--- src/rtl/assert_macros.svh ---
// ----------------------------------------------------------------------------
// assert_macros.svh
// Assertion macros used by the RTL file that checks its own logic.
// ----------------------------------------------------------------------------
`ifndef ASSERT_MACROS_SVH
`define ASSERT_MACROS_SVH

// Property holds at every clock edge outside reset.
`define AST_ALWAYS(label, clk, rst_n, prop) \
  label: assert property (@(posedge clk) disable iff (!rst_n) (prop)) \
    else $error("assertion failed");

// Antecedent implies consequent at the next clock edge.
`define AST_NEXT(label, clk, rst_n, ante, cons) \
  label: assert property (@(posedge clk) disable iff (!rst_n) (ante) |=> (cons)) \
    else $error("assertion failed");

`endif

--- src/rtl/hawf_pkg.sv ---
// ----------------------------------------------------------------------------
// hawf_pkg
// Types, constants and the arctangent table of the hit angle window filter.
// ----------------------------------------------------------------------------
`default_nettype none

package hawf_pkg;

  localparam int COORD_BITS      = 16;
  localparam int ANGLE_FRAC_BITS = 6;
  localparam int MIN_HITS        = 4;

  // coordinates wider than 24 bits are floored down to 24 bits
  localparam int PRE_SHIFT  = (COORD_BITS > 24) ? COORD_BITS - 24 : 0;
  localparam int CW         = COORD_BITS - PRE_SHIFT;
  localparam int PW         = 2 * CW + 2;
  localparam int MW         = (2 * CW > 29) ? 2 * CW : 29;
  localparam int NORM_STEPS = $clog2(MW);
  localparam int UW         = 29;
  localparam int SQ_W       = 61;
  localparam int SQRT_STEPS = 30;
  localparam int ZBITS      = 20;
  localparam int CORDIC_STEPS = 20;
  localparam int XW         = 34;
  localparam int ZW         = 32;
  localparam int ANGLE_W    = 14;
  localparam int REG_W      = 14;
  localparam int CFG_IDX_W  = 4;
  localparam int HIT_W      = 4;
  localparam int ANGLE_MAX  = 16383;
  localparam int THETA_MEAN_RST = 5760;
  localparam int ANGLE_TOP  = ((180 << ANGLE_FRAC_BITS) > ANGLE_MAX) ?
                              ANGLE_MAX : (180 << ANGLE_FRAC_BITS);
  // pipeline depth of one angle unit
  localparam int ANGLE_LAT  = 4 + NORM_STEPS + 2 + SQRT_STEPS + 1 + CORDIC_STEPS + 1;

  typedef enum logic [CFG_IDX_W-1:0] {
    REG_THETA_MEAN  = 4'd0,
    REG_THETA_WIDTH = 4'd1
  } hawf_reg_t;

  typedef struct packed {
    logic [HIT_W-1:0]             hit_count;
    logic signed [COORD_BITS-1:0] first_x;
    logic signed [COORD_BITS-1:0] first_y;
    logic signed [COORD_BITS-1:0] first_z;
    logic signed [COORD_BITS-1:0] second_x;
    logic signed [COORD_BITS-1:0] second_y;
    logic signed [COORD_BITS-1:0] second_z;
    logic signed [COORD_BITS-1:0] fourth_x;
    logic signed [COORD_BITS-1:0] fourth_y;
    logic signed [COORD_BITS-1:0] fourth_z;
  } hawf_in_t;

  typedef struct packed {
    logic [ANGLE_W-1:0] angle_four_one;
    logic [ANGLE_W-1:0] angle_four_two;
    logic               angles_valid;
    logic               in_window;
    logic               reject;
  } hawf_out_t;

  typedef struct packed {
    logic signed [CW-1:0] x;
    logic signed [CW-1:0] y;
    logic signed [CW-1:0] z;
  } hawf_vec_t;

  typedef struct packed {
    logic      hits_ok;
    logic      zero_41;
    logic      zero_42;
    hawf_vec_t h1;
    hawf_vec_t h2;
    hawf_vec_t h4;
  } hawf_job_t;

  typedef struct packed {
    logic full;
    logic empty;
  } hawf_q_stat_t;

  // atan(2^-i) in units of 2^-20 degree
  function automatic logic signed [ZW-1:0] hawf_atan(input logic [4:0] idx);
    logic signed [ZW-1:0] v;
    case (idx)
      5'd0:    v = 32'sd47185920;
      5'd1:    v = 32'sd27855475;
      5'd2:    v = 32'sd14718068;
      5'd3:    v = 32'sd7471121;
      5'd4:    v = 32'sd3750058;
      5'd5:    v = 32'sd1876857;
      5'd6:    v = 32'sd938658;
      5'd7:    v = 32'sd469357;
      5'd8:    v = 32'sd234682;
      5'd9:    v = 32'sd117342;
      5'd10:   v = 32'sd58671;
      5'd11:   v = 32'sd29335;
      5'd12:   v = 32'sd14668;
      5'd13:   v = 32'sd7334;
      5'd14:   v = 32'sd3667;
      5'd15:   v = 32'sd1833;
      5'd16:   v = 32'sd917;
      5'd17:   v = 32'sd458;
      5'd18:   v = 32'sd229;
      5'd19:   v = 32'sd115;
      default: v = 32'sd0;
    endcase
    return v;
  endfunction

endpackage

`default_nettype wire

--- src/rtl/hawf_front.sv ---
// ----------------------------------------------------------------------------
// hawf_front
// Classifies an incoming event: hit count check, coordinate scaling and
// zero-length vector flags, packed into one job for the queue.
// ----------------------------------------------------------------------------
`default_nettype none

module hawf_front (
  input  hawf_pkg::hawf_in_t  in_data,
  output hawf_pkg::hawf_job_t job
);

  function automatic hawf_pkg::hawf_vec_t scale_vec(
    input logic signed [hawf_pkg::COORD_BITS-1:0] x,
    input logic signed [hawf_pkg::COORD_BITS-1:0] y,
    input logic signed [hawf_pkg::COORD_BITS-1:0] z
  );
    hawf_pkg::hawf_vec_t v;
    v.x = hawf_pkg::CW'(x >>> hawf_pkg::PRE_SHIFT);
    v.y = hawf_pkg::CW'(y >>> hawf_pkg::PRE_SHIFT);
    v.z = hawf_pkg::CW'(z >>> hawf_pkg::PRE_SHIFT);
    return v;
  endfunction

  hawf_pkg::hawf_vec_t h1, h2, h4;
  logic                z1, z2, z4;

  assign h1 = scale_vec(in_data.first_x, in_data.first_y, in_data.first_z);
  assign h2 = scale_vec(in_data.second_x, in_data.second_y, in_data.second_z);
  assign h4 = scale_vec(in_data.fourth_x, in_data.fourth_y, in_data.fourth_z);

  assign z1 = (h1 == '0);
  assign z2 = (h2 == '0);
  assign z4 = (h4 == '0);

  always_comb begin
    job.hits_ok = (in_data.hit_count >= hawf_pkg::HIT_W'(hawf_pkg::MIN_HITS));
    job.zero_41 = z4 | z1;
    job.zero_42 = z4 | z2;
    job.h1      = h1;
    job.h2      = h2;
    job.h4      = h4;
  end

endmodule

`default_nettype wire

--- config.mk ---
export PLATFORM = sky130hd
export DESIGN_NAME = hawf_front
export DESIGN_NICKNAME = d
export VERILOG_FILES = /design/src/rtl/assert_macros.svh /design/src/rtl/hawf_pkg.sv /design/src/rtl/hawf_front.sv
export SDC_FILE = /design/constraint.sdc
export NUM_CORES = 1
export LEC_CHECK = 0
export BUFFER_PORTS_ARGS = -buffer_cell sky130_fd_sc_hd__buf_2
export CAP_MARGIN = 10
export CORE_AREA = 2 2 115 117
export DETAILED_ROUTE_END_ITERATION = 8
export DIE_AREA = 0 0 117 119
export PLACE_DENSITY = 0.51
export SLEW_MARGIN = 20
export SYNTH_ARGS = -nofsm -noshare
export SYNTH_HDL_FRONTEND = slang
export SYNTH_SLANG_ARGS = --single-unit
export TNS_END_PERCENT = 20
--- constraint.sdc ---
create_clock -name vclk -period 1
set_input_delay 0.2 -clock vclk [all_inputs]
set_output_delay 0.2 -clock vclk [all_outputs]
set_load 0.02 [all_outputs]
# Word-level counts from Yosys, hierarchy flattened
# Index checks and enable logic that the tools add are counted.
dict set report totals {
  reg_bits 0
  input_bits 148
  output_inout_bits 147
  elab_cells 6
}
dict set report op_classes {
  order_cmp 1
  bitwise_logic 2
  reduce_logical 3
}
# op n
set ops {}
lappend ops {{48-bit zero test} 3}
lappend ops {{4-bit by 3-bit greater-or-equal comparator with 1-bit output (second input constant)} 1}
lappend ops {{1-bit OR} 2}

# Longest topological paths before layout
# Gate-level depths: netlist of run 1.
dict set report logic_depth {
  ltp_word 2
  depth_mapped 4
  depth_no_buf 4
}

# Least setup slack after synthesis of run 1
# Ideal clock, no wire load.
dict set report synth_timing {
  kind {input port to output port}
  from {input in_data[27] in the netlist's numbering}
  to {output job[144] in the netlist's numbering}
  t_arrival_ns 0.976
  required_ns 0.800
  path_slack_ns -0.176
  path_stages 4
  n_path_buf 0
  path_cell_list {nor4_1 nand4_1 nor3_1 or2_1}
}
# item line
set synth_rtl {}
lappend synth_rtl {{start: declaration} hawf_front.sv:9} ;# input hawf_pkg::hawf_in_t in_data,
lappend synth_rtl {{end: declaration} hawf_front.sv:10} ;# output hawf_pkg::hawf_job_t job

==> results of run 1 <==
-- final cells by class --
class	instances	share of cell area
Multi-Input combinational cell	51	0.200
Timing Repair Buffer	331	0.712
Tap cell	176	0.0876
-- kinds of logic after synthesis --
family | after synthesis | synth area share
and+or+nand+nor | 51 | 0.229
buffers and inverters | 144 | 0.771
-- final timing paths --
check,slack [ps],to,from,depth (start not counted)
min,630,job[29],in_data[29],2
max,-540,job[144],in_data[9],7
-- where the power goes --
group          leakage (nW)  internal (mW)  switching, mW
sequential                0              0              0
clock                     0              0              0
combinational          1.40          0.529          0.747
-- what timing repair did --
item | 4_1_cts | 5_1_grt
endpoints found under the setup margin | 2 | 2
hold endpoints to repair | 0 | 0
pin swaps | 6 | 5
gates resized for setup | 18 | 13
gates cloned | 0 | 0
-- per-layer routing --
| layer | GRT usage | part of all wire |
|---|---|---|
| met1 | 0.0784 | 0.33 |
| met2 | 0.168 | 0.56 |
| met3 | 0.00509 | 0.11 |
| met4 | 0 | 0 |
| met5 | 0 | 0 |
-- Yosys cell counts --
cell     instances  area share
or2_2            1      0.0045
nor4_1          35        0.16
nand4_1          9       0.040
nor3_1           3       0.011
nor4_2           1      0.0089
buf_4          144        0.77
or2_1            2      0.0089
-- worst max-delay path, delay by kind of cell --
family                 cells  cell delay [ps]
buffers and inverters      3              380
AND/OR/NAND/NOR            4              750
-- through the flow --
stage	cells	setup TNS [ps]	utilization	total power, mW	hold WS, ps
floorplan	195	-325	-	0.876	513
global placement	558	-1680	0.181	1.22	631
detailed placement	558	-1610	0.181	1.22	633
CTS	558	-1210	0.189	1.25	619
global route	558	-1330	0.195	1.36	636
finish	558	-1080	0.195	1.28	630
==> results.toml, run 1 <==
[final_layout]
final_common_cell = "buf_2"
fin_area_mm2 = 0.00251
seq_area_um2 = 0
n_antenna_cell = 0
nFlopsAndLatches = 0
layout.nets = 532
multi_input_area_um2 = 503
final_cell_mix = "buf_2, buf_4, nor4_1"
area_growth_pct = 79.1
drive_above_1_share = 0.921
nClkBuffers = 0
n_fill_cell = 1480

[routing]
drtIter0Drc = 30
ant_nets = 0
drc = 0
wl_um = 6370
wl_per_cell_um = 11.4
drt-pass1-iter-count = 4
vias = 1902
vias_per_cell = 3.41

[timing]
period_needed_ps = 1540
finalCritPeriodShare = 1.54
setup_slack_ps = -545
grt_setup_unrepaired = "true"
setup_viol = 2
fmax_ghz = 0.647
tightestPinTransition_ps = 346
slew_viol_final = 0
maxSlewHeadroom = 0.767
hold_viol = 0

[grt]
grt_pass1_vias = 1718
grtUsageTotal = 0.0759
grt_pass1_wl_um = 8280
grt_max_degree = 3
grt_overflow = 0
antenna_found_initial = 0

[pwr]
powerDensity_mw_per_mm2 = 508
ir_drop_uv = 131
p_leak_nw = 1.40

[floorplan]
core_mm2 = 0.0129
initial_core_util = 0.109
rows = 42
die_x_um = 117
top_level_ports = 295
die_h_um = 119
die_area_mm2 = 0.0139

[setup_path]
worstPathArrival_ps = 1340
critical_path.max_stage_delay_ps = 300
crit_chain = "buf_2 -> nor4_4 -> nand4_1 -> nor3_2 -> buf_4 -> or2_1 -> buf_6"
cpMaxStageDelayCell = "nor4_4"
cp_max_fo = 2
cp.required_ps = 800
cp-start-kind = "input port"
endpoint_kind = "primary output"
worstSetupPathType = "input port to primary output"

[outcome]
violations = "setup timing"
status = "finished, violations left"

[yosys]
netlist_area_mm2 = 0.00140
syn_nets = 343
syn_inst = 195
synth_seq_area_share = 0
synth_area_per_cell_um2 = 7.19
yosys_warnings = 0
yosysUniqueCellTypes = 7

[flow_run]
drv_cap = 0

[worst_hold_path]
hp-class = "input port to primary output"

[placement]
numPortBuffers = 293
dpl_cell_area_mm2 = 0.00233
detailed_place_hpwl_um = 5780
place_ws_ps = -804
gp_congestion = 0.837

[cts]
post_cts_buffers = 0
cts_hold_buf = 0
(Power assumes the default switching activity.)
==> run 2, diff against run 1 <==
--- a/config.mk
+++ b/config.mk
@@ -11,6 +11,8 @@
 export DETAILED_ROUTE_END_ITERATION = 8
 export DIE_AREA = 0 0 117 119
 export PLACE_DENSITY = 0.51
+export RECOVER_POWER = 25
+export SETUP_SLACK_MARGIN = 0.15
 export SLEW_MARGIN = 20
 export SYNTH_ARGS = -nofsm -noshare
 export SYNTH_HDL_FRONTEND = slang
==> constraint.sdc (replaced) <==
create_clock -name vclk -period 1.4
set_input_delay 0.28 -clock vclk [all_inputs]
set_output_delay 0.28 -clock vclk [all_outputs]
set_load 0.02 [all_outputs]
==> run 2 against run 1 <==
Compared with the run above: the flow still finishes with violations (setup timing); utilization shrank 0.91 points; sequential cell count unchanged; cell count unchanged; non-clock buffer count unchanged; first-iteration DRC count is 10% higher; global-route usage fell by 0.22 points; via count is 0.42% higher; setup slack better by 210 ps; critical path depth increased by 1.
==> results.toml, run 2 (synthesized netlist as in run 1, its figures left out) <==
[routing]
wl_per_cell_um = 11.0
vias_per_cell = 3.42
drc = 0
drt-pass1-iter-count = 4
wl_um = 6160
ant_nets = 0
vias = 1910
drtIter0Drc = 33

[pwr]
powerDensity_mw_per_mm2 = 366
total_power_mw = 0.876
ir_drop_uv = 91.5
p_leak_nw = 1.30

[placement]
dpl_cell_area_mm2 = 0.00233
detailed_place_hpwl_um = 5810
numPortBuffers = 293
gp_congestion = 0.838

[final_layout]
drive_above_1_share = 0.812
nClkBuffers = 0
seq_area_um2 = 0
final_common_cell = "buf_2"
final_cell_mix = "buf_2, buf_4, clkbuf_1"
fin_area_mm2 = 0.00239
nFlopsAndLatches = 0
area_growth_pct = 70.7
n_fill_cell = 1483
n_antenna_cell = 0
layout.nets = 532

[worst_hold_path]
hold_end = "job[29]"
hp-class = "input port to primary output"
min_from = "in_data[29]"
whs_path_depth = 2

[floorplan]
top_level_ports = 295
die_x_um = 117
initial_core_util = 0.109
die_area_mm2 = 0.0139
core_mm2 = 0.0129
rows = 42
die_h_um = 119

[grt]
grtUsageTotal = 0.0737
grt_max_degree = 3
antenna_found_initial = 1
grt_pass1_vias = 1714
grt_pass1_wl_um = 8090
grt_overflow = 0

[timing]
period_needed_ps = 1740
setup_slack_ps = -339
slew_viol_final = 0
setup_viol = 2
grt_setup_unrepaired = "true"
finalCritPeriodShare = 1.24
tightestPinTransition_ps = 360
maxSlewHeadroom = 0.758
fmax_ghz = 0.575
hold_viol = 0

[cts]
post_cts_buffers = 0

[setup_path]
endpoint_kind = "primary output"
cp_max_fo = 2
worstSetupPathType = "input port to primary output"
worstPathArrival_ps = 1460
cp.required_ps = 1120
cp-start-kind = "input port"

[flow_run]
drv_cap = 0

[outcome]
status = "finished, violations left"
violations = "setup timing"
## run 2: changes by cell type in the layout (fill, tap and decap cells not counted), sizes merged
cell / change
clkbuf: +35
buf: -35
## run 2: final cells by class
type	count	area, um^2	area share
multi-input combinational	51	429	0.179
tap	176	220	0.0920
timing repair buffer	331	1750	0.729
## run 2: metal layers
| metal | GRT usage | part of all wire |
|---|---|---|
| met5 | 0 | 0 |
| met4 | 0 | 0 |
| met1 | 0.0753 | 0.34 |
| met3 | 0.00763 | 0.11 |
| met2 | 0.162 | 0.55 |
## run 2: how the worst max path moves through the flow
stage	startpoint	end	slack, ps	cells past startpoint
final	in_data[29]	job[144]	-340	8
after global routing	in_data[29]	job[144]	-450	8
after CTS	in_data[29]	job[144]	-400	8
after detailed placement	in_data[5]	job[144]	-600	7
after global placement	in_data[5]	job[145]	-600	7
after floorplan	in_data[38]	job[144]	80	4
## run 2: timing repair
item / 4_1_cts / 5_1_grt
pin swaps: 4 / 0
gates resized for setup: 15 / 6
endpoints found under the setup margin: 2 / 2
hold buffers: 0 / 0
## run 2: critical path, stage by stage
cell     delay (ps)
buf_6           100
nor4_4          240
buf_4           150
nand4_1         100
nor3_2          220
buf_4           150
or2_1           110
buf_6           120
## run 2: power breakdown
group / internal, mW / switching (mW) / total [mW] / leakage, nW
registers: 0 / 0 / 0 / 0
clock network: 0 / 0 / 0 / 0
logic: 0.358 / 0.517 / 0.876 / 1.30
## run 2: per-stage QoR
step / hold slack [ps] / worst slack (ps) / setup TNS (ps) / utilization / std cells
floorplan: 673 / 77.3 / 0 / - / 195
global placement: 791 / -603 / -1200 / 0.181 / 558
detailed placement: 793 / -603 / -1200 / 0.181 / 558
CTS: 778 / -397 / -791 / 0.187 / 558
global route: 792 / -453 / -903 / 0.186 / 558
finish: 787 / -339 / -672 / 0.186 / 558
