$ cat config.mk
export PLATFORM = sky130hd
export DESIGN_NAME = hawf_queue
export DESIGN_NICKNAME = d
export VERILOG_FILES = /design/src/rtl/assert_macros.svh /design/src/rtl/hawf_pkg.sv /design/src/rtl/hawf_queue.sv
export SDC_FILE = /design/constraint.sdc
export NUM_CORES = 1
export LEC_CHECK = 0
export BUFFER_PORTS_ARGS = -buffer_cell sky130_fd_sc_hd__buf_4
export CAP_MARGIN = 20
export CORE_UTILIZATION = 59
export CTS_BUF_LIST = sky130_fd_sc_hd__clkbuf_4 sky130_fd_sc_hd__clkbuf_8
export CTS_CLUSTER_DIAMETER = 40
export DETAILED_ROUTE_END_ITERATION = 10
export HOLD_SLACK_MARGIN = 0.08
export PLACE_DENSITY = 0.85
export SKIP_LAST_GASP = 1
export SLEW_MARGIN = 15
export SYNTH_ARGS = -nofsm -noshare
export SYNTH_HDL_FRONTEND = slang
export SYNTH_SLANG_ARGS = --single-unit
$ cat constraint.sdc
create_clock -name clk -period 8 [get_ports clk]
set_input_delay 2 -clock clk [delete_from_list [all_inputs] [get_ports clk]]
set_output_delay 2 -clock clk [all_outputs]
set_load 0.03 [all_outputs]
$ cat src/rtl/assert_macros.svh
// ----------------------------------------------------------------------------
// assert_macros.svh
// Assertion macros used by the RTL file that checks its own logic.
// ----------------------------------------------------------------------------
`ifndef ASSERT_MACROS_SVH
`define ASSERT_MACROS_SVH

// Property holds at every clock edge outside reset.
`define AST_ALWAYS(label, clk, rst_n, prop) \
  label: assert property (@(posedge clk) disable iff (!rst_n) (prop)) \
    else $error("assertion failed");

// Antecedent implies consequent at the next clock edge.
`define AST_NEXT(label, clk, rst_n, ante, cons) \
  label: assert property (@(posedge clk) disable iff (!rst_n) (ante) |=> (cons)) \
    else $error("assertion failed");

`endif

$ cat src/rtl/hawf_pkg.sv
// ----------------------------------------------------------------------------
// hawf_pkg
// Types, constants and the arctangent table of the hit angle window filter.
// ----------------------------------------------------------------------------
`default_nettype none

package hawf_pkg;

  localparam int COORD_BITS      = 16;
  localparam int ANGLE_FRAC_BITS = 6;
  localparam int MIN_HITS        = 4;

  // coordinates wider than 24 bits are floored down to 24 bits
  localparam int PRE_SHIFT  = (COORD_BITS > 24) ? COORD_BITS - 24 : 0;
  localparam int CW         = COORD_BITS - PRE_SHIFT;
  localparam int PW         = 2 * CW + 2;
  localparam int MW         = (2 * CW > 29) ? 2 * CW : 29;
  localparam int NORM_STEPS = $clog2(MW);
  localparam int UW         = 29;
  localparam int SQ_W       = 61;
  localparam int SQRT_STEPS = 30;
  localparam int ZBITS      = 20;
  localparam int CORDIC_STEPS = 20;
  localparam int XW         = 34;
  localparam int ZW         = 32;
  localparam int ANGLE_W    = 14;
  localparam int REG_W      = 14;
  localparam int CFG_IDX_W  = 4;
  localparam int HIT_W      = 4;
  localparam int ANGLE_MAX  = 16383;
  localparam int THETA_MEAN_RST = 5760;
  localparam int ANGLE_TOP  = ((180 << ANGLE_FRAC_BITS) > ANGLE_MAX) ?
                              ANGLE_MAX : (180 << ANGLE_FRAC_BITS);
  // pipeline depth of one angle unit
  localparam int ANGLE_LAT  = 4 + NORM_STEPS + 2 + SQRT_STEPS + 1 + CORDIC_STEPS + 1;

  typedef enum logic [CFG_IDX_W-1:0] {
    REG_THETA_MEAN  = 4'd0,
    REG_THETA_WIDTH = 4'd1
  } hawf_reg_t;

  typedef struct packed {
    logic [HIT_W-1:0]             hit_count;
    logic signed [COORD_BITS-1:0] first_x;
    logic signed [COORD_BITS-1:0] first_y;
    logic signed [COORD_BITS-1:0] first_z;
    logic signed [COORD_BITS-1:0] second_x;
    logic signed [COORD_BITS-1:0] second_y;
    logic signed [COORD_BITS-1:0] second_z;
    logic signed [COORD_BITS-1:0] fourth_x;
    logic signed [COORD_BITS-1:0] fourth_y;
    logic signed [COORD_BITS-1:0] fourth_z;
  } hawf_in_t;

  typedef struct packed {
    logic [ANGLE_W-1:0] angle_four_one;
    logic [ANGLE_W-1:0] angle_four_two;
    logic               angles_valid;
    logic               in_window;
    logic               reject;
  } hawf_out_t;

  typedef struct packed {
    logic signed [CW-1:0] x;
    logic signed [CW-1:0] y;
    logic signed [CW-1:0] z;
  } hawf_vec_t;

  typedef struct packed {
    logic      hits_ok;
    logic      zero_41;
    logic      zero_42;
    hawf_vec_t h1;
    hawf_vec_t h2;
    hawf_vec_t h4;
  } hawf_job_t;

  typedef struct packed {
    logic full;
    logic empty;
  } hawf_q_stat_t;

  // atan(2^-i) in units of 2^-20 degree
  function automatic logic signed [ZW-1:0] hawf_atan(input logic [4:0] idx);
    logic signed [ZW-1:0] v;
    case (idx)
      5'd0:    v = 32'sd47185920;
      5'd1:    v = 32'sd27855475;
      5'd2:    v = 32'sd14718068;
      5'd3:    v = 32'sd7471121;
      5'd4:    v = 32'sd3750058;
      5'd5:    v = 32'sd1876857;
      5'd6:    v = 32'sd938658;
      5'd7:    v = 32'sd469357;
      5'd8:    v = 32'sd234682;
      5'd9:    v = 32'sd117342;
      5'd10:   v = 32'sd58671;
      5'd11:   v = 32'sd29335;
      5'd12:   v = 32'sd14668;
      5'd13:   v = 32'sd7334;
      5'd14:   v = 32'sd3667;
      5'd15:   v = 32'sd1833;
      5'd16:   v = 32'sd917;
      5'd17:   v = 32'sd458;
      5'd18:   v = 32'sd229;
      5'd19:   v = 32'sd115;
      default: v = 32'sd0;
    endcase
    return v;
  endfunction

endpackage

`default_nettype wire

$ cat src/rtl/hawf_queue.sv
// ----------------------------------------------------------------------------
// hawf_queue
// Small job queue between the classifying front and the angle back end.
// ----------------------------------------------------------------------------
`default_nettype none

module hawf_queue #(
  parameter int DEPTH = 4
) (
  input  logic                   clk,
  input  logic                   rst_n,
  input  logic                   push,
  input  hawf_pkg::hawf_job_t    push_data,
  input  logic                   pop,
  output hawf_pkg::hawf_job_t    head_data,
  output hawf_pkg::hawf_q_stat_t stat
);

  localparam int PTR_W = $clog2(DEPTH);
  localparam int CNT_W = $clog2(DEPTH + 1);

  hawf_pkg::hawf_job_t mem_r [DEPTH];
  logic [PTR_W-1:0]    wr_ptr_r, wr_ptr_nxt;
  logic [PTR_W-1:0]    rd_ptr_r, rd_ptr_nxt;
  logic [CNT_W-1:0]    count_r, count_nxt;
  logic                do_push, do_pop;

  assign stat.full  = (count_r == CNT_W'(DEPTH));
  assign stat.empty = (count_r == '0);
  assign do_push    = push && !stat.full;
  assign do_pop     = pop && !stat.empty;
  assign head_data  = mem_r[rd_ptr_r];

  always_comb begin
    wr_ptr_nxt = wr_ptr_r;
    rd_ptr_nxt = rd_ptr_r;
    count_nxt  = count_r;
    if (do_push) begin
      wr_ptr_nxt = (wr_ptr_r == PTR_W'(DEPTH - 1)) ? '0 : wr_ptr_r + 1'b1;
    end
    if (do_pop) begin
      rd_ptr_nxt = (rd_ptr_r == PTR_W'(DEPTH - 1)) ? '0 : rd_ptr_r + 1'b1;
    end
    if (do_push && !do_pop) begin
      count_nxt = count_r + 1'b1;
    end else if (do_pop && !do_push) begin
      count_nxt = count_r - 1'b1;
    end
  end

  always_ff @(posedge clk) begin
    if (!rst_n) begin
      wr_ptr_r <= '0;
      rd_ptr_r <= '0;
      count_r  <= '0;
    end else begin
      wr_ptr_r <= wr_ptr_nxt;
      rd_ptr_r <= rd_ptr_nxt;
      count_r  <= count_nxt;
    end
  end

  always_ff @(posedge clk) begin
    if (do_push) begin
      mem_r[wr_ptr_r] <= push_data;
    end
  end

endmodule

`default_nettype wire

# --- Word level (Yosys, flattened, before mapping) ---
# Memories as Yosys holds them, arrays and structs flattened. A register that Yosys moved wholly into a read port is not among the register bits.
# Cells that the tools add are included.
totals:
  ramBits: 588
  memories: 1
  register_bits: 7
  elab_cells: 29
  latch_bits: 0
  mem_bits_ro: 0
memory_table:
  columns: ["name", "words", "word_bits", "read_ports", "rd_clocked_by_memory_dff", "write_ports", "line", "rtl"]
  rows:
  - ["mem_r", 4, 147, 1, 1, 1, "hawf_queue.sv:22", "hawf_pkg::hawf_job_t mem_r [DEPTH];"]
op_classes:
  n_bitwise: 0
  addsub: 4
  magnitude_cmp: 0
  n_shift: 0
  eq_ne: 3
  multipliers: 0
  n_mux: 8
  reduce_logical: 10
  div_mod_pow: 0
op_table:
  columns: ["operator", "n"]
  rows:
  - ["2-to-1 mux 2 bit", 4]
  - ["2-to-1 mux 3 bit", 2]
  - ["adder 2 x 1 -> 2 bit (second input constant)", 2]
  - ["equality test 2 bit (second input constant)", 2]
  - ["logical AND 1 bit", 4]
  - ["zero test 1 bit", 4]
  - ["adder 3 x 1 -> 3 bit (second input constant)", 1]
  - ["equality test 3 bit (second input constant)", 1]
  - ["zero test 3 bit", 1]
  - ["subtractor 3 x 1 -> 3 bit (second input constant)", 1]
  - ["2-to-1 mux 1 bit", 2]
  - ["nonzero test 2 bit", 1]

# --- Longest topological paths before layout ---
# Gate-level depths: netlist (run 1).
depth:
  word_depth: 7
  ltp_mapped: 9

# --- Worst setup path after synthesis (run 1) ---
# OpenSTA, ideal clock, no wires.
synth_timing:
  kind: "in2reg"
  from: "in push"
  to: "mem mem_r[0][0] (netlist name), enable pin"
  arrival_ns: 5.755
  path_buffers: 1
  required_ns: 7.476
  path_stages: 3
  setup_time_ns: 0.524
  setup_slack_ns: 1.721
  path_cell_list: "nor2b_1 clkbuf_1 and2_1"
synth_via:
  elab_chain_len: 3
synth_lines:
  columns: ["element", "line", "rtl"]
  rows:
  - ["from (decl)", "hawf_queue.sv:12", "input logic push,"]
  - ["logical AND 1 bit", "hawf_queue.sv:30", "assign do_push = push && !stat.full;"]
  - ["named net do_push", "hawf_queue.sv:26", "logic do_push, do_pop;"]
  - ["2-to-1 mux 1 bit", "hawf_queue.sv:64", "if (do_push) begin"]
  - ["2-to-1 mux 1 bit (not written as such)", "hawf_queue.sv:65", "mem_r[wr_ptr_r] <= push_data;"]
  - ["to (decl)", "hawf_queue.sv:22", null]
# The timed path passes the listed nets, and every way through them passes these cells.

==> results of run 1 <==
==> final timing paths <==
kind / slack (ns) / to
max: 2.75 / head_data[113]
min: 0.52 / wr_ptr_r[1]$_SDFFE_PN0P_
max reg2reg: 5.07 / mem_r[0][4]$_DFFE_PP_
min reg2reg: 0.52 / wr_ptr_r[1]$_SDFFE_PN0P_
==> final cells by class <==
cell class / instances / area share
inverters: 3 / 0.000430
flip-flops and latches: 597 / 0.681
clock buffers: 134 / 0.0613
multi-input cells: 184 / 0.137
repair buffers: 307 / 0.0904
well taps: 468 / 0.0224
clock inverters: 27 / 0.00702
==> Yosys cell counts <==
cell / count / area (µm²)
sky130_fd_sc_hd__mux4_2: 147 / 3310
sky130_fd_sc_hd__ha_1: 6 / 75.1
sky130_fd_sc_hd__nor3b_1: 1 / 7.51
sky130_fd_sc_hd__a21boi_0: 1 / 7.51
sky130_fd_sc_hd__mux2i_1: 3 / 30.0
sky130_fd_sc_hd__dfxtp_1: 9 / 180
sky130_fd_sc_hd__buf_6: 1 / 11.3
sky130_fd_sc_hd__nor3_1: 1 / 5.00
sky130_fd_sc_hd__buf_8: 1 / 15.0
sky130_fd_sc_hd__o21ai_0: 3 / 15.0
sky130_fd_sc_hd__nor2_1: 2 / 7.51
sky130_fd_sc_hd__or3_1: 1 / 6.26
sky130_fd_sc_hd__inv_1: 3 / 11.3
sky130_fd_sc_hd__fa_1: 1 / 20.0
sky130_fd_sc_hd__nor2b_1: 2 / 12.5
sky130_fd_sc_hd__buf_12: 14 / 280
sky130_fd_sc_hd__o31ai_1: 1 / 7.51
sky130_fd_sc_hd__nand2_1: 6 / 22.5
sky130_fd_sc_hd__buf_4: 1 / 7.51
sky130_fd_sc_hd__buf_2: 14 / 70.1
sky130_fd_sc_hd__edfxtp_1: 588 / 17700
sky130_fd_sc_hd__xnor2_1: 1 / 8.76
sky130_fd_sc_hd__clkbuf_1: 4 / 15.0
sky130_fd_sc_hd__xor2_1: 1 / 8.76
sky130_fd_sc_hd__nand3_1: 2 / 10.0
sky130_fd_sc_hd__and2_1: 5 / 31.3
==> worst min-delay path, delay by kind of cell (launching register included) <==
family,cells,cell delay (ns)
DFF,1,0.34
and+or+nand+nor,1,0.07
muxes,1,0.06
==> cell families (layout without fill, tap and decap cells) <==
kind of cell / after synthesis / after routing
flip-flops: 597 / 597
multiplexers: 150 / 150
buffers and inverters: 38 / 471
AND/OR/NAND/NOR: 20 / 20
adder cells (fa/ha/maj): 7 / 7
AO/OA/AOI/OAI: 5 / 5
XOR/XNOR: 2 / 2
==> metal layers <==
metal	up-vias	track usage	part of all wire	routed length [µm]
met4	2	0.101	0.033	1330
li1	4272	-	-	-
met2	382	0.357	0.51	20500
met5	-	0	0.00022	9
met3	78	0.0711	0.085	3420
met1	5112	0.268	0.37	14800
==> power by group <==
part           leakage (nW)  switching (mW)  internal [mW]
Sequential             5.46           0.152           3.81
Combinational          2.41            1.42           1.03
Clock                 0.952            1.08           1.35
==> through the flow <==
| stage | hold slack (ns) | setup WS (ns) | utilization |
|---|---|---|---|
| CTS | 0.523 | 2.61 | 0.717 |
| global placement | 0.486 | 3.31 | 0.668 |
| floorplan | 0.468 | 1.72 | - |
| detailed placement | 0.501 | 3.30 | 0.668 |
| finish | 0.516 | 2.75 | 0.717 |
| global route | 0.547 | 2.44 | 0.717 |
==> flip-flops by register name (all words and copies together) (netlist names), named ones only <==
| name | cells |
|---|---|
| count_r | 3 |
| rd_ptr_r | 2 |
| mem_r | 588 |
| wr_ptr_r | 2 |
==> impl_table.tex, run 1 <==
\begin{tabular}{lr}
\hline
Metric & Value \\
\hline
\multicolumn{2}{l}{\textbf{Status}} \\
Outcome & completed \\
\multicolumn{2}{l}{\textbf{Drt}} \\
Via density per instance & $\sim$5.7 \\
Remaining design rule violation count & 0 \\
Antenna-violating nets left & 0 \\
Drt wl/cell & around 23 µm \\
Routed via count & about 9800 \\
First drt pass iteration count & 4 \\
WL final & 40.1 mm \\
Drt first-iter violations & between 500 and 600 \\
\multicolumn{2}{l}{\textbf{Clock network}} \\
Post-cts resize count & 0 \\
Number of levels the H-tree was split into & 3 \\
Clock latency at the later pin of the worst-skew pair & about 0.63 ns \\
CTS tree & done \\
Number of buffers between clock root and the deepest sink & 3 \\
Post-CTS setup buffer count & 0 \\
Clock transition at the registers of the reported paths & approximately 0.060 ns \\
Number of hold-repair buffers added at the cts stage & 0 \\
CTS Buf Count & 92 \\
Sink Count & 597 \\
Clock root buffer master & sky130\_fd\_sc\_hd\_\_clkbuf\_8 \\
\multicolumn{2}{l}{\textbf{Synth}} \\
Dominant combinational cell family by area after synthesis & multiplexers \\
Simple-gate share of the synthesized area & 0.00470 \\
Post-synthesis xor/xnor area fraction & 0.000802 \\
Proportion of synthesized area in mux cells & 0.153 \\
Adder and majority gate portion of the synthesized area & 0.00436 \\
Number of nets in the synthesized netlist & a little under 1000 \\
Syn Inst Count & about 820 \\
Number of warnings reported in the yosys synthesis log & 0 \\
Number of register bits inferred by synthesis & 597 \\
Fraction of the yosys area taken by sequential cells & 0.817 \\
Mean Syn Cell Area & 26.7 µm² \\
Post-synthesis cell type count & 26 \\
Area of the mapped netlist & $\sim$22000 µm² \\
Post-synthesis compound-gate area fraction & 0.00138 \\
\multicolumn{2}{l}{\textbf{Pwr}} \\
Leak pwr & 8.82 nW \\
Pwr per Cell Area & 338 nW/µm² \\
Power consumption & 8.84 mW \\
Maximum vdd drop & around 0.21 mV \\
\multicolumn{2}{l}{\textbf{STA}} \\
Setup TNS & 0 ns \\
Share of the cycle needed by the critical path after routing & 0.657 \\
Hold Vio Cnt, Final & 0 \\
Peak Freq & about 190 MHz \\
Final Max Tran Viols & 0 \\
Final setup viols & 0 \\
Unrepaired setup endpoints after global routing & no \\
Relative max-transition margin & 0.389 \\
Clock period minus final worst setup slack & between 5 and 6 ns \\
Actual slew at the worst max-slew pin & $\sim$0.92 ns \\
Setup Skew & 0.0153 ns \\
\multicolumn{2}{l}{\textbf{Setup path}} \\
Cells along the critical path & buf\_12, mux4\_2, buf\_4 \\
Sort of element at the start of the critical path & register \\
Crit-path leading delay family & flip-flops \\
R2r worst-path depth & 4 \\
Critical Path Stages & 3 \\
CP Capture Type & output port \\
Critical path data required time & approximately 6 ns \\
Peak fanout along the critical path & approximately 110 \\
Arrival time worst endpoint & between 3 and 4 ns \\
Standard cell with the maximum stage delay on the critical path & sky130\_fd\_sc\_hd\_\_dfxtp\_4 \\
Type of the worst setup path & register to output port \\
Start of the worst register-to-register path & count\_r[0]\$\_SDFFE\_PN0P\_ \\
Largest incremental delay on the critical path & 0.95 ns \\
Total buffers and inverters traversed by the critical path & 2 \\
\multicolumn{2}{l}{\textbf{Cells and area}} \\
Register area & $\sim$18000 µm² \\
Fraction of final layout cells with drive strength greater than 1 & 0.485 \\
Combined area of the multi-input logic cells & between 3000 and 4000 µm² \\
Post-route cell area & 26200 µm² \\
Final non-filler cell total & 1720 \\
Fill cell count & 2045 \\
Final net count & between 1000 and 1500 \\
Most common library cell in the layout ignoring fill and taps & sky130\_fd\_sc\_hd\_\_edfxtp\_1 \\
Area grow syn2layout & 20.0\% \\
Total inserted antenna cells & 0 \\
Commonest cells after routing, fill and taps aside & 588 x sky130\_fd\_sc\_hd\_\_edfxtp\_1, 302 x sky130\_fd\_sc\_hd\_\_buf\_4, 147 x sky130\_fd\_sc\_hd\_\_mux4\_2 \\
\multicolumn{2}{l}{\textbf{Floorplanning}} \\
Number of top-level pins & 300 \\
Total Die Area & 37800 µm² \\
Core Box Area & around 37000 µm² \\
Die Wd & $\sim$190 µm \\
Die extent in y & between 150 and 200 µm \\
Initial cell density of the core & 0.598 \\
Number of cell rows & 70 \\
\multicolumn{2}{l}{\textbf{Global route}} \\
Maximum number of pins on one net before global-route repair & 115 \\
GRT Overall Usage & 0.219 \\
Global-route wire length before repair & 60.7 mm \\
Total overflow reported by the global router & 0 \\
Initial antenna violation count & 1 \\
Vias in the first global route & $\sim$11000 \\
\multicolumn{2}{l}{\textbf{Placed design}} \\
Placed Cells incl. Taps & between 1500 and 2000 \\
Total half-perimeter wirelength after legalization and detailed placement & around 24 mm \\
Area after DPL & $\sim$24000 µm² \\
Routability-driven placement congestion ratio & around 0.73 \\
Port buffer count & 299 \\
\multicolumn{2}{l}{\textbf{Flow run}} \\
Max capacitance violation total & 0 \\
\multicolumn{2}{l}{\textbf{Min path}} \\
Count of cells along the worst hold path & 2 \\
Path class of the lowest-slack min-delay path & register to register \\
Hold Crit Start & wr\_ptr\_r[1]\$\_SDFFE\_PN0P\_ \\
\hline
\end{tabular}
Power figures use the tool's default switching activity.
==> run 2: changes to the inputs <==
--- a/config.mk
+++ b/config.mk
@@ -5,14 +5,15 @@
 export SDC_FILE = /design/constraint.sdc
 export NUM_CORES = 1
 export LEC_CHECK = 0
+export ABC_AREA = 1
 export BUFFER_PORTS_ARGS = -buffer_cell sky130_fd_sc_hd__buf_4
 export CAP_MARGIN = 20
-export CORE_UTILIZATION = 59
+export CORE_UTILIZATION = 54
 export CTS_BUF_LIST = sky130_fd_sc_hd__clkbuf_4 sky130_fd_sc_hd__clkbuf_8
 export CTS_CLUSTER_DIAMETER = 40
 export DETAILED_ROUTE_END_ITERATION = 10
 export HOLD_SLACK_MARGIN = 0.08
-export PLACE_DENSITY = 0.85
+export PLACE_DENSITY = 0.81
 export SKIP_LAST_GASP = 1
 export SLEW_MARGIN = 15
 export SYNTH_ARGS = -nofsm -noshare
==> constraint.sdc (replaced) <==
create_clock -name clk -period 4.3 [get_ports clk]
set_input_delay 1.075 -clock clk [delete_from_list [all_inputs] [get_ports clk]]
set_output_delay 1.075 -clock clk [all_outputs]
set_load 0.03 [all_outputs]
==> run 2 against run 1 <==
Critical path depth up 2. Wire length grew 20%. Via count up 39%. Clock-buffer cell count fell by 8. Power is 110% higher. Sequential cell count did not move. Synthesized cell count rose by 82%. Final cell count is 41% higher. Worst hold slack lost 0.00098 ns. First-iteration DRC count grew 91%. Clock skew grew 0.0035 ns. Critical path type unchanged. Largest power group unchanged.
==> impl_table.tex, run 2 <==
\begin{tabular}{lr}
\hline
Metric & Value \\
\hline
\multicolumn{2}{l}{\textbf{Synth}} \\
Top post-synthesis cells by count & 588 x sky130\_fd\_sc\_hd\_\_edfxtp\_1, 251 x sky130\_fd\_sc\_hd\_\_nor2\_1, 179 x sky130\_fd\_sc\_hd\_\_o21ai\_0, 117 x sky130\_fd\_sc\_hd\_\_o21ai\_1, 87 x sky130\_fd\_sc\_hd\_\_o22ai\_1 \\
Syn Inst Count & 1493 \\
Number of register bits inferred by synthesis & slightly below 600 \\
Post-synth EDFFs & about 590 \\
Area fraction of the dominant cell type after synthesis & 0.773 \\
Area of the mapped netlist & roughly 23000 µm² \\
Most used flip-flop cell after synthesis & sky130\_fd\_sc\_hd\_\_edfxtp\_1 \\
Leading cell type by number of instances after synthesis & sky130\_fd\_sc\_hd\_\_edfxtp\_1 \\
Number of warnings reported in the yosys synthesis log & 0 \\
Fraction of the yosys area taken by sequential cells & 0.781 \\
Post-synth ARST share & 0 \\
Biggest area consumer among synthesized cells & sky130\_fd\_sc\_hd\_\_edfxtp\_1 \\
Mean Syn Cell Area & 15.3 µm² \\
Leading cell types by total area after synthesis & sky130\_fd\_sc\_hd\_\_edfxtp\_1 77\%, sky130\_fd\_sc\_hd\_\_nor2\_1 4.1\%, sky130\_fd\_sc\_hd\_\_o21ai\_0 3.9\% \\
Post-synthesis cell type count & 24 \\
Number of nets in the synthesized netlist & 1651 \\
\multicolumn{2}{l}{\textbf{Cells and area}} \\
Area grow syn2layout & 19.6\% \\
Post-route core utilization & 0.662 \\
Most common library cell in the layout ignoring fill and taps & sky130\_fd\_sc\_hd\_\_edfxtp\_1 \\
Commonest cells after routing, fill and taps aside & 588 x sky130\_fd\_sc\_hd\_\_edfxtp\_1, 307 x sky130\_fd\_sc\_hd\_\_buf\_4, 247 x sky130\_fd\_sc\_hd\_\_nor2\_1 \\
Final net count & 1974 \\
Fraction of final layout cells with drive strength greater than 1 & 0.315 \\
Top flop regs & mem\_r x588, count\_r x3 \\
Number of flip-flops in the largest register & around 590 \\
Largest Register & mem\_r \\
\multicolumn{2}{l}{\textbf{Drt}} \\
Routed via count & around 14000 \\
Remaining design rule violation count & 0 \\
Drt wl/cell & between 15 and 20 µm \\
First drt pass iteration count & 5 \\
WL final & roughly 48 mm \\
Via density per instance & between 5 and 6 \\
Antenna-violating nets left & 0 \\
Drt first-iter violations & 960 \\
\multicolumn{2}{l}{\textbf{STA}} \\
Relative max-transition margin & 0.358 \\
Clock period minus final worst setup slack & 3.98 ns \\
Final Max Tran Viols & 0 \\
Final setup viols & 0 \\
Actual slew at the worst max-slew pin & 0.960 ns \\
Peak Freq & about 250 MHz \\
Hold Vio Cnt, Final & 0 \\
Unrepaired setup endpoints after global routing & no \\
Share of the cycle needed by the critical path after routing & 0.925 \\
Setup Skew & between 0.015 and 0.02 ns \\
Least setup slack across all paths after layout & 0.321 ns \\
\multicolumn{2}{l}{\textbf{Flow run}} \\
Max capacitance violation total & 0 \\
\multicolumn{2}{l}{\textbf{Placed design}} \\
Total half-perimeter wirelength after legalization and detailed placement & 26.6 mm \\
Port buffer count & roughly 300 \\
Post-place setup slack & 1.04 ns \\
Routability-driven placement congestion ratio & a little over 0.7 \\
\multicolumn{2}{l}{\textbf{Setup path}} \\
Critical path data required time & around 3.2 ns \\
Type of the worst setup path & register to output port \\
Arrival time worst endpoint & 2.90 ns \\
Peak fanout along the critical path & 81 \\
CP Capture Type & output port \\
Register-to-Register Setup Slack & 1.89 ns \\
Sort of element at the start of the critical path & register \\
\multicolumn{2}{l}{\textbf{Clock network}} \\
Clock latency at the later pin of the worst-skew pair & roughly 0.64 ns \\
Number of hold-repair buffers added at the cts stage & 0 \\
Clock transition at the registers of the reported paths & about 0.05 ns \\
Post-CTS setup buffer count & 0 \\
CTS Buf Count & 95 \\
Number of levels the H-tree was split into & 3 \\
Post-cts resize count & 0 \\
Clock root buffer master & sky130\_fd\_sc\_hd\_\_clkbuf\_8 \\
Number of buffers between clock root and the deepest sink & 3 \\
Sink Count & approximately 600 \\
CTS tree & done \\
\multicolumn{2}{l}{\textbf{Floorplanning}} \\
Die extent in y & approximately 210 µm \\
Initial cell density of the core & 0.553 \\
Core Box Area & 41300 µm² \\
Number of top-level pins & 300 \\
Number of cell rows & 74 \\
Total Die Area & roughly 43000 µm² \\
Die Wd & a little over 200 µm \\
\multicolumn{2}{l}{\textbf{Status}} \\
Outcome & completed \\
\multicolumn{2}{l}{\textbf{Global route}} \\
Total overflow reported by the global router & 0 \\
Global-route wire length before repair & between 70 and 80 mm \\
Initial antenna violation count & 1 \\
GRT Overall Usage & 0.222 \\
Maximum number of pins on one net before global-route repair & $\sim$150 \\
Vias in the first global route & between 10000 and 15000 \\
\multicolumn{2}{l}{\textbf{Min path}} \\
Path class of the lowest-slack min-delay path & register to register \\
\multicolumn{2}{l}{\textbf{Pwr}} \\
Leak pwr & $\sim$9.6 nW \\
Pwr per Cell Area & approximately 670 nW/µm² \\
Maximum vdd drop & 0.528 mV \\
\hline
\end{tabular}
==> run 2: cell families after synthesis <==
kind of cell    Yosys count  share of synthesized area
compound gates          445                      0.122
buf+inv                 115                     0.0323
simple gates            329                     0.0609
flops                   597                      0.781
fa+ha+maj                 7                    0.00416
==> run 2: path summary, 6_finish.rpt <==
kind | end | startpoint | cells after the start
hold / removal | count_r[0]$_SDFFE_PN0P_ | count_r[0]$_SDFFE_PN0P_ | 2
hold reg to reg | count_r[0]$_SDFFE_PN0P_ | count_r[0]$_SDFFE_PN0P_ | 2
setup / recovery | head_data[138] | register | 5
setup reg to reg | mem_r[2][17]$_DFFE_PP_ | count_r[1]$_SDFFE_PN0P_ | 5
==> run 2: power breakdown <==
part / internal, mW / switching (mW) / leakage [nW]
Combinational: 2.03 / 4.21 / 3.16
Sequential: 7.09 / 0.240 / 5.46
Clock: 2.52 / 2.08 / 0.955
Total: 11.6 / 6.53 / 9.58
==> run 2: layout make-up <==
class                      count  area (µm²)
clock inverter                41         263
inverter                      19        81.3
fill                        2728       14000
timing repair buffer         322        2610
tap                          532         666
multi-input combinational    781        4300
clock buffer                 126        1550
sequential                   597       17800
antenna                        1        2.50
==> run 2: per-stage QoR <==
| stage | hold slack [ns] | power (mW) | instance area (µm²) | cells | TNS (ns) |
|---|---|---|---|---|---|
| after floorplan | 0.480 | 11.6 | 22900 | 1493 | -726.94 |
| after global placement | 0.493 | 13.5 | 25500 | 2251 | 0 |
| after detailed placement | 0.514 | 13.7 | 25500 | 2251 | 0 |
| after CTS | 0.522 | 18.3 | 27300 | 2418 | 0 |
| after global routing | 0.562 | 19.0 | 27300 | 2418 | 0 |
| final | 0.515 | 18.2 | 27300 | 2419 | 0 |
==> run 2: metal layers <==
metal  vias to the layer above  GRT usage  share of wire  wire length, µm
met1                      6741      0.269           0.39            18700
li1                       6300          -              -                -
met4                         2     0.0920          0.029             1410
met3                       108     0.0791          0.094             4530
met2                       524      0.361           0.49            23600
met5                         -          0        0.00027               13
==> run 2: worst max-delay path, stage by stage (launching register included) <==
cell	delay, ns
sky130_fd_sc_hd__dfxtp_4	0.57
sky130_fd_sc_hd__inv_4	0.13
sky130_fd_sc_hd__buf_4	0.67
sky130_fd_sc_hd__o21ai_0	0.25
sky130_fd_sc_hd__o22ai_1	0.27
sky130_fd_sc_hd__buf_4	0.22
==> run 3: changes to the inputs <==
--- a/config.mk
+++ b/config.mk
@@ -14,6 +14,7 @@
 export DETAILED_ROUTE_END_ITERATION = 10
 export HOLD_SLACK_MARGIN = 0.08
 export PLACE_DENSITY = 0.81
+export RECOVER_POWER = 50
 export SKIP_LAST_GASP = 1
 export SLEW_MARGIN = 15
 export SYNTH_ARGS = -nofsm -noshare
==> run 3 against run 2 <==
The run now ends with max-capacitance violations, max-slew violations left. Largest power group unchanged. Register-to-register slack got worse by 0.65 ns. Sequential power barely moved. Final area fell by 2.2%. Largest cell class unchanged. Non-clock buffer count did not move.
==> impl_table.tex, run 3 (synthesis gave the netlist of run 2 again) <==
\begin{tabular}{lr}
\hline
Metric & Value \\
\hline
\multicolumn{2}{l}{\textbf{Drt}} \\
Routed via count & roughly 14000 \\
Antenna-violating nets left & 0 \\
First drt pass iteration count & 5 \\
Via density per instance & about 5.7 \\
WL final & 48.1 mm \\
Drt first-iter violations & 1005 \\
Remaining design rule violation count & 0 \\
Drt wl/cell & 19.8 µm \\
\multicolumn{2}{l}{\textbf{Min path}} \\
Hold Crit Start & count\_r[0]\$\_SDFFE\_PN0P\_ \\
Path class of the lowest-slack min-delay path & register to register \\
Hold path endpoint & count\_r[0]\$\_SDFFE\_PN0P\_ \\
Count of cells along the worst hold path & 2 \\
\multicolumn{2}{l}{\textbf{Placed design}} \\
Routability-driven placement congestion ratio & slightly above 0.7 \\
Port buffer count & between 200 and 300 \\
Post-place setup slack & roughly 1.0 ns \\
Total half-perimeter wirelength after legalization and detailed placement & approximately 27 mm \\
Placed Cells incl. Taps & roughly 2300 \\
\multicolumn{2}{l}{\textbf{Flow run}} \\
Max capacitance violation total & 3 \\
\multicolumn{2}{l}{\textbf{Cells and area}} \\
Fill cell count & 2897 \\
Register area & approximately 18000 µm² \\
Largest Register & mem\_r \\
Top flop regs & mem\_r x588, count\_r x3 \\
Commonest cells after routing, fill and taps aside & 588 x sky130\_fd\_sc\_hd\_\_edfxtp\_1, 250 x sky130\_fd\_sc\_hd\_\_nor2\_1, 179 x sky130\_fd\_sc\_hd\_\_o21ai\_0 \\
Area grow syn2layout & 16.9\% \\
Number of flip-flops in the largest register & slightly below 600 \\
Most common library cell in the layout ignoring fill and taps & sky130\_fd\_sc\_hd\_\_edfxtp\_1 \\
Final net count & 1974 \\
Fraction of final layout cells with drive strength greater than 1 & 0.236 \\
Final non-filler cell total & roughly 2400 \\
Combined area of the multi-input logic cells & between 4000 and 5000 µm² \\
\multicolumn{2}{l}{\textbf{Setup path}} \\
Sort of element at the start of the critical path & register \\
Most common cell type on the critical path & sky130\_fd\_sc\_hd\_\_buf\_4 \\
CP Capture Type & output port \\
Register-to-Register Setup Slack & 1.24 ns \\
Peak fanout along the critical path & just over 80 \\
Critical register-to-register path endpoint & mem\_r[3][56]\$\_DFFE\_PP\_ \\
Critical path data required time & roughly 3.2 ns \\
Crit-path leading delay family & buffers and inverters \\
Largest incremental delay on the critical path & 0.67 ns \\
Type of the worst setup path & register to output port \\
Start of the worst register-to-register path & count\_r[1]\$\_SDFFE\_PN0P\_ \\
Total buffers and inverters traversed by the critical path & 3 \\
R2r worst-path depth & 5 \\
Standard cell with the maximum stage delay on the critical path & sky130\_fd\_sc\_hd\_\_buf\_4 \\
Cells along the critical path & inv\_4, buf\_4, o21ai\_0, o22ai\_1, buf\_4 \\
Arrival time worst endpoint & between 2 and 3 ns \\
\multicolumn{2}{l}{\textbf{STA}} \\
Peak Freq & $\sim$250 MHz \\
Final Max Tran Viols & approximately 200 \\
Actual slew at the worst max-slew pin & between 2 and 2.5 ns \\
Final setup viols & 0 \\
Setup Skew & approximately 0.022 ns \\
Clock period minus final worst setup slack & approximately 4.0 ns \\
Least setup slack across all paths after layout & between 0.3 and 0.4 ns \\
Unrepaired setup endpoints after global routing & no \\
Share of the cycle needed by the critical path after routing & 0.919 \\
Hold Vio Cnt, Final & 0 \\
Relative max-transition margin & -0.364 \\
\multicolumn{2}{l}{\textbf{Clock network}} \\
CTS tree & done \\
Number of buffers between clock root and the deepest sink & 3 \\
Sink Count & $\sim$600 \\
Number of hold-repair buffers added at the cts stage & 0 \\
Clock root buffer master & sky130\_fd\_sc\_hd\_\_clkbuf\_8 \\
Post-cts resize count & 0 \\
CTS Buf Count & 95 \\
Clock latency at the later pin of the worst-skew pair & between 0.6 and 0.7 ns \\
Post-CTS setup buffer count & 0 \\
Clock transition at the registers of the reported paths & about 0.050 ns \\
Number of levels the H-tree was split into & 3 \\
\multicolumn{2}{l}{\textbf{Floorplanning}} \\
Initial cell density of the core & 0.553 \\
Die extent in y & $\sim$210 µm \\
Total Die Area & 43100 µm² \\
Core Box Area & slightly above 40000 µm² \\
Die Wd & between 200 and 250 µm \\
Number of cell rows & 74 \\
Number of top-level pins & 300 \\
\multicolumn{2}{l}{\textbf{Status}} \\
Violations in the final reports & max-capacitance violations, max-slew violations \\
Outcome & finished with violations \\
\multicolumn{2}{l}{\textbf{Global route}} \\
Vias in the first global route & $\sim$14000 \\
GRT Overall Usage & 0.222 \\
Initial antenna violation count & 7 \\
Total overflow reported by the global router & 0 \\
Global-route wire length before repair & $\sim$74 mm \\
Maximum number of pins on one net before global-route repair & 149 \\
\multicolumn{2}{l}{\textbf{Pwr}} \\
Power consumption & between 15 and 20 mW \\
Pwr per Cell Area & approximately 680 nW/µm² \\
Internal Power & 11.6 mW \\
Power dissipated by switching net loads & approximately 6.5 mW \\
Power share of the combinational group & 0.340 \\
Leak pwr & roughly 9 nW \\
Switching part of the total & 0.360 \\
Clock network fraction of design power & 0.254 \\
Maximum vdd drop & around 0.53 mV \\
Sequential power share & 0.406 \\
\hline
\end{tabular}
==> run 3: cell types whose count changed in the layout (fill, tap and decap cells not counted), sizes merged <==
cell	previous run	this run
diode	1	4
buf	322	172
clkbuf	126	276
==> run 3: routing by layer <==
layer	GRT usage	up-vias	wire length, µm
li1	-	6307	-
met1	0.269	6732	18600
met2	0.361	546	23500
met3	0.0791	119	4530
met4	0.0920	6	1380
met5	0	-	46
==> run 3: area by class of cell <==
cell class	instances	area share
flip-flops and latches	597	0.668
multi-input cells	781	0.160
repair buffers	322	0.0752
clock buffers	126	0.0581
well taps	532	0.0249
clock inverters	41	0.00984
inverters	19	0.00305
diodes	4	0.000375
==> run 3: per-stage QoR <==
stage | instance area (µm²) | hold slack (ns) | utilization | TNS, ns
CTS | 27300 | 0.522 | 0.661 | 0
finish | 26700 | 0.515 | 0.647 | 0
floorplan | 22900 | 0.480 | - | -726.94
detailed placement | 25500 | 0.514 | 0.618 | 0
global route | 26700 | 0.562 | 0.647 | 0
global placement | 25500 | 0.493 | 0.618 | 0
==> run 3: worst max-delay path by stage <==
stage / from / end / slack (ns) / depth (start not counted)
6_report: register / head_data[138] / 0.35 / 5
5_1_grt: register / head_data[138] / 0.18 / 5
4_1_cts: register / head_data[138] / 0.31 / 5
3_5_place_dp: register / head_data[138] / 1.04 / 5
3_3_place_gp: register / head_data[138] / 1.11 / 5
2_1_floorplan: push / mem_r[0][0]$_DFFE_PP_ / -1.24 / 2
==> run 3: worst reg2reg max path, delay by kind of cell, from the launching register on <==
kind | cells | cell delay, ns
buffers and inverters | 1 | 1.48
flip-flops | 1 | 0.37
AND/OR/NAND/NOR | 4 | 0.68
==> run 3: power groups by stage <==
stage	Sequential, mW	Combinational (mW)	Clock, mW
floorplan	7.41	4.21	0
global placement	7.42	6.12	0
detailed placement	7.45	6.26	0
CTS	7.33	6.28	4.68
global route	7.39	6.57	4.92
finish	7.34	6.16	4.60
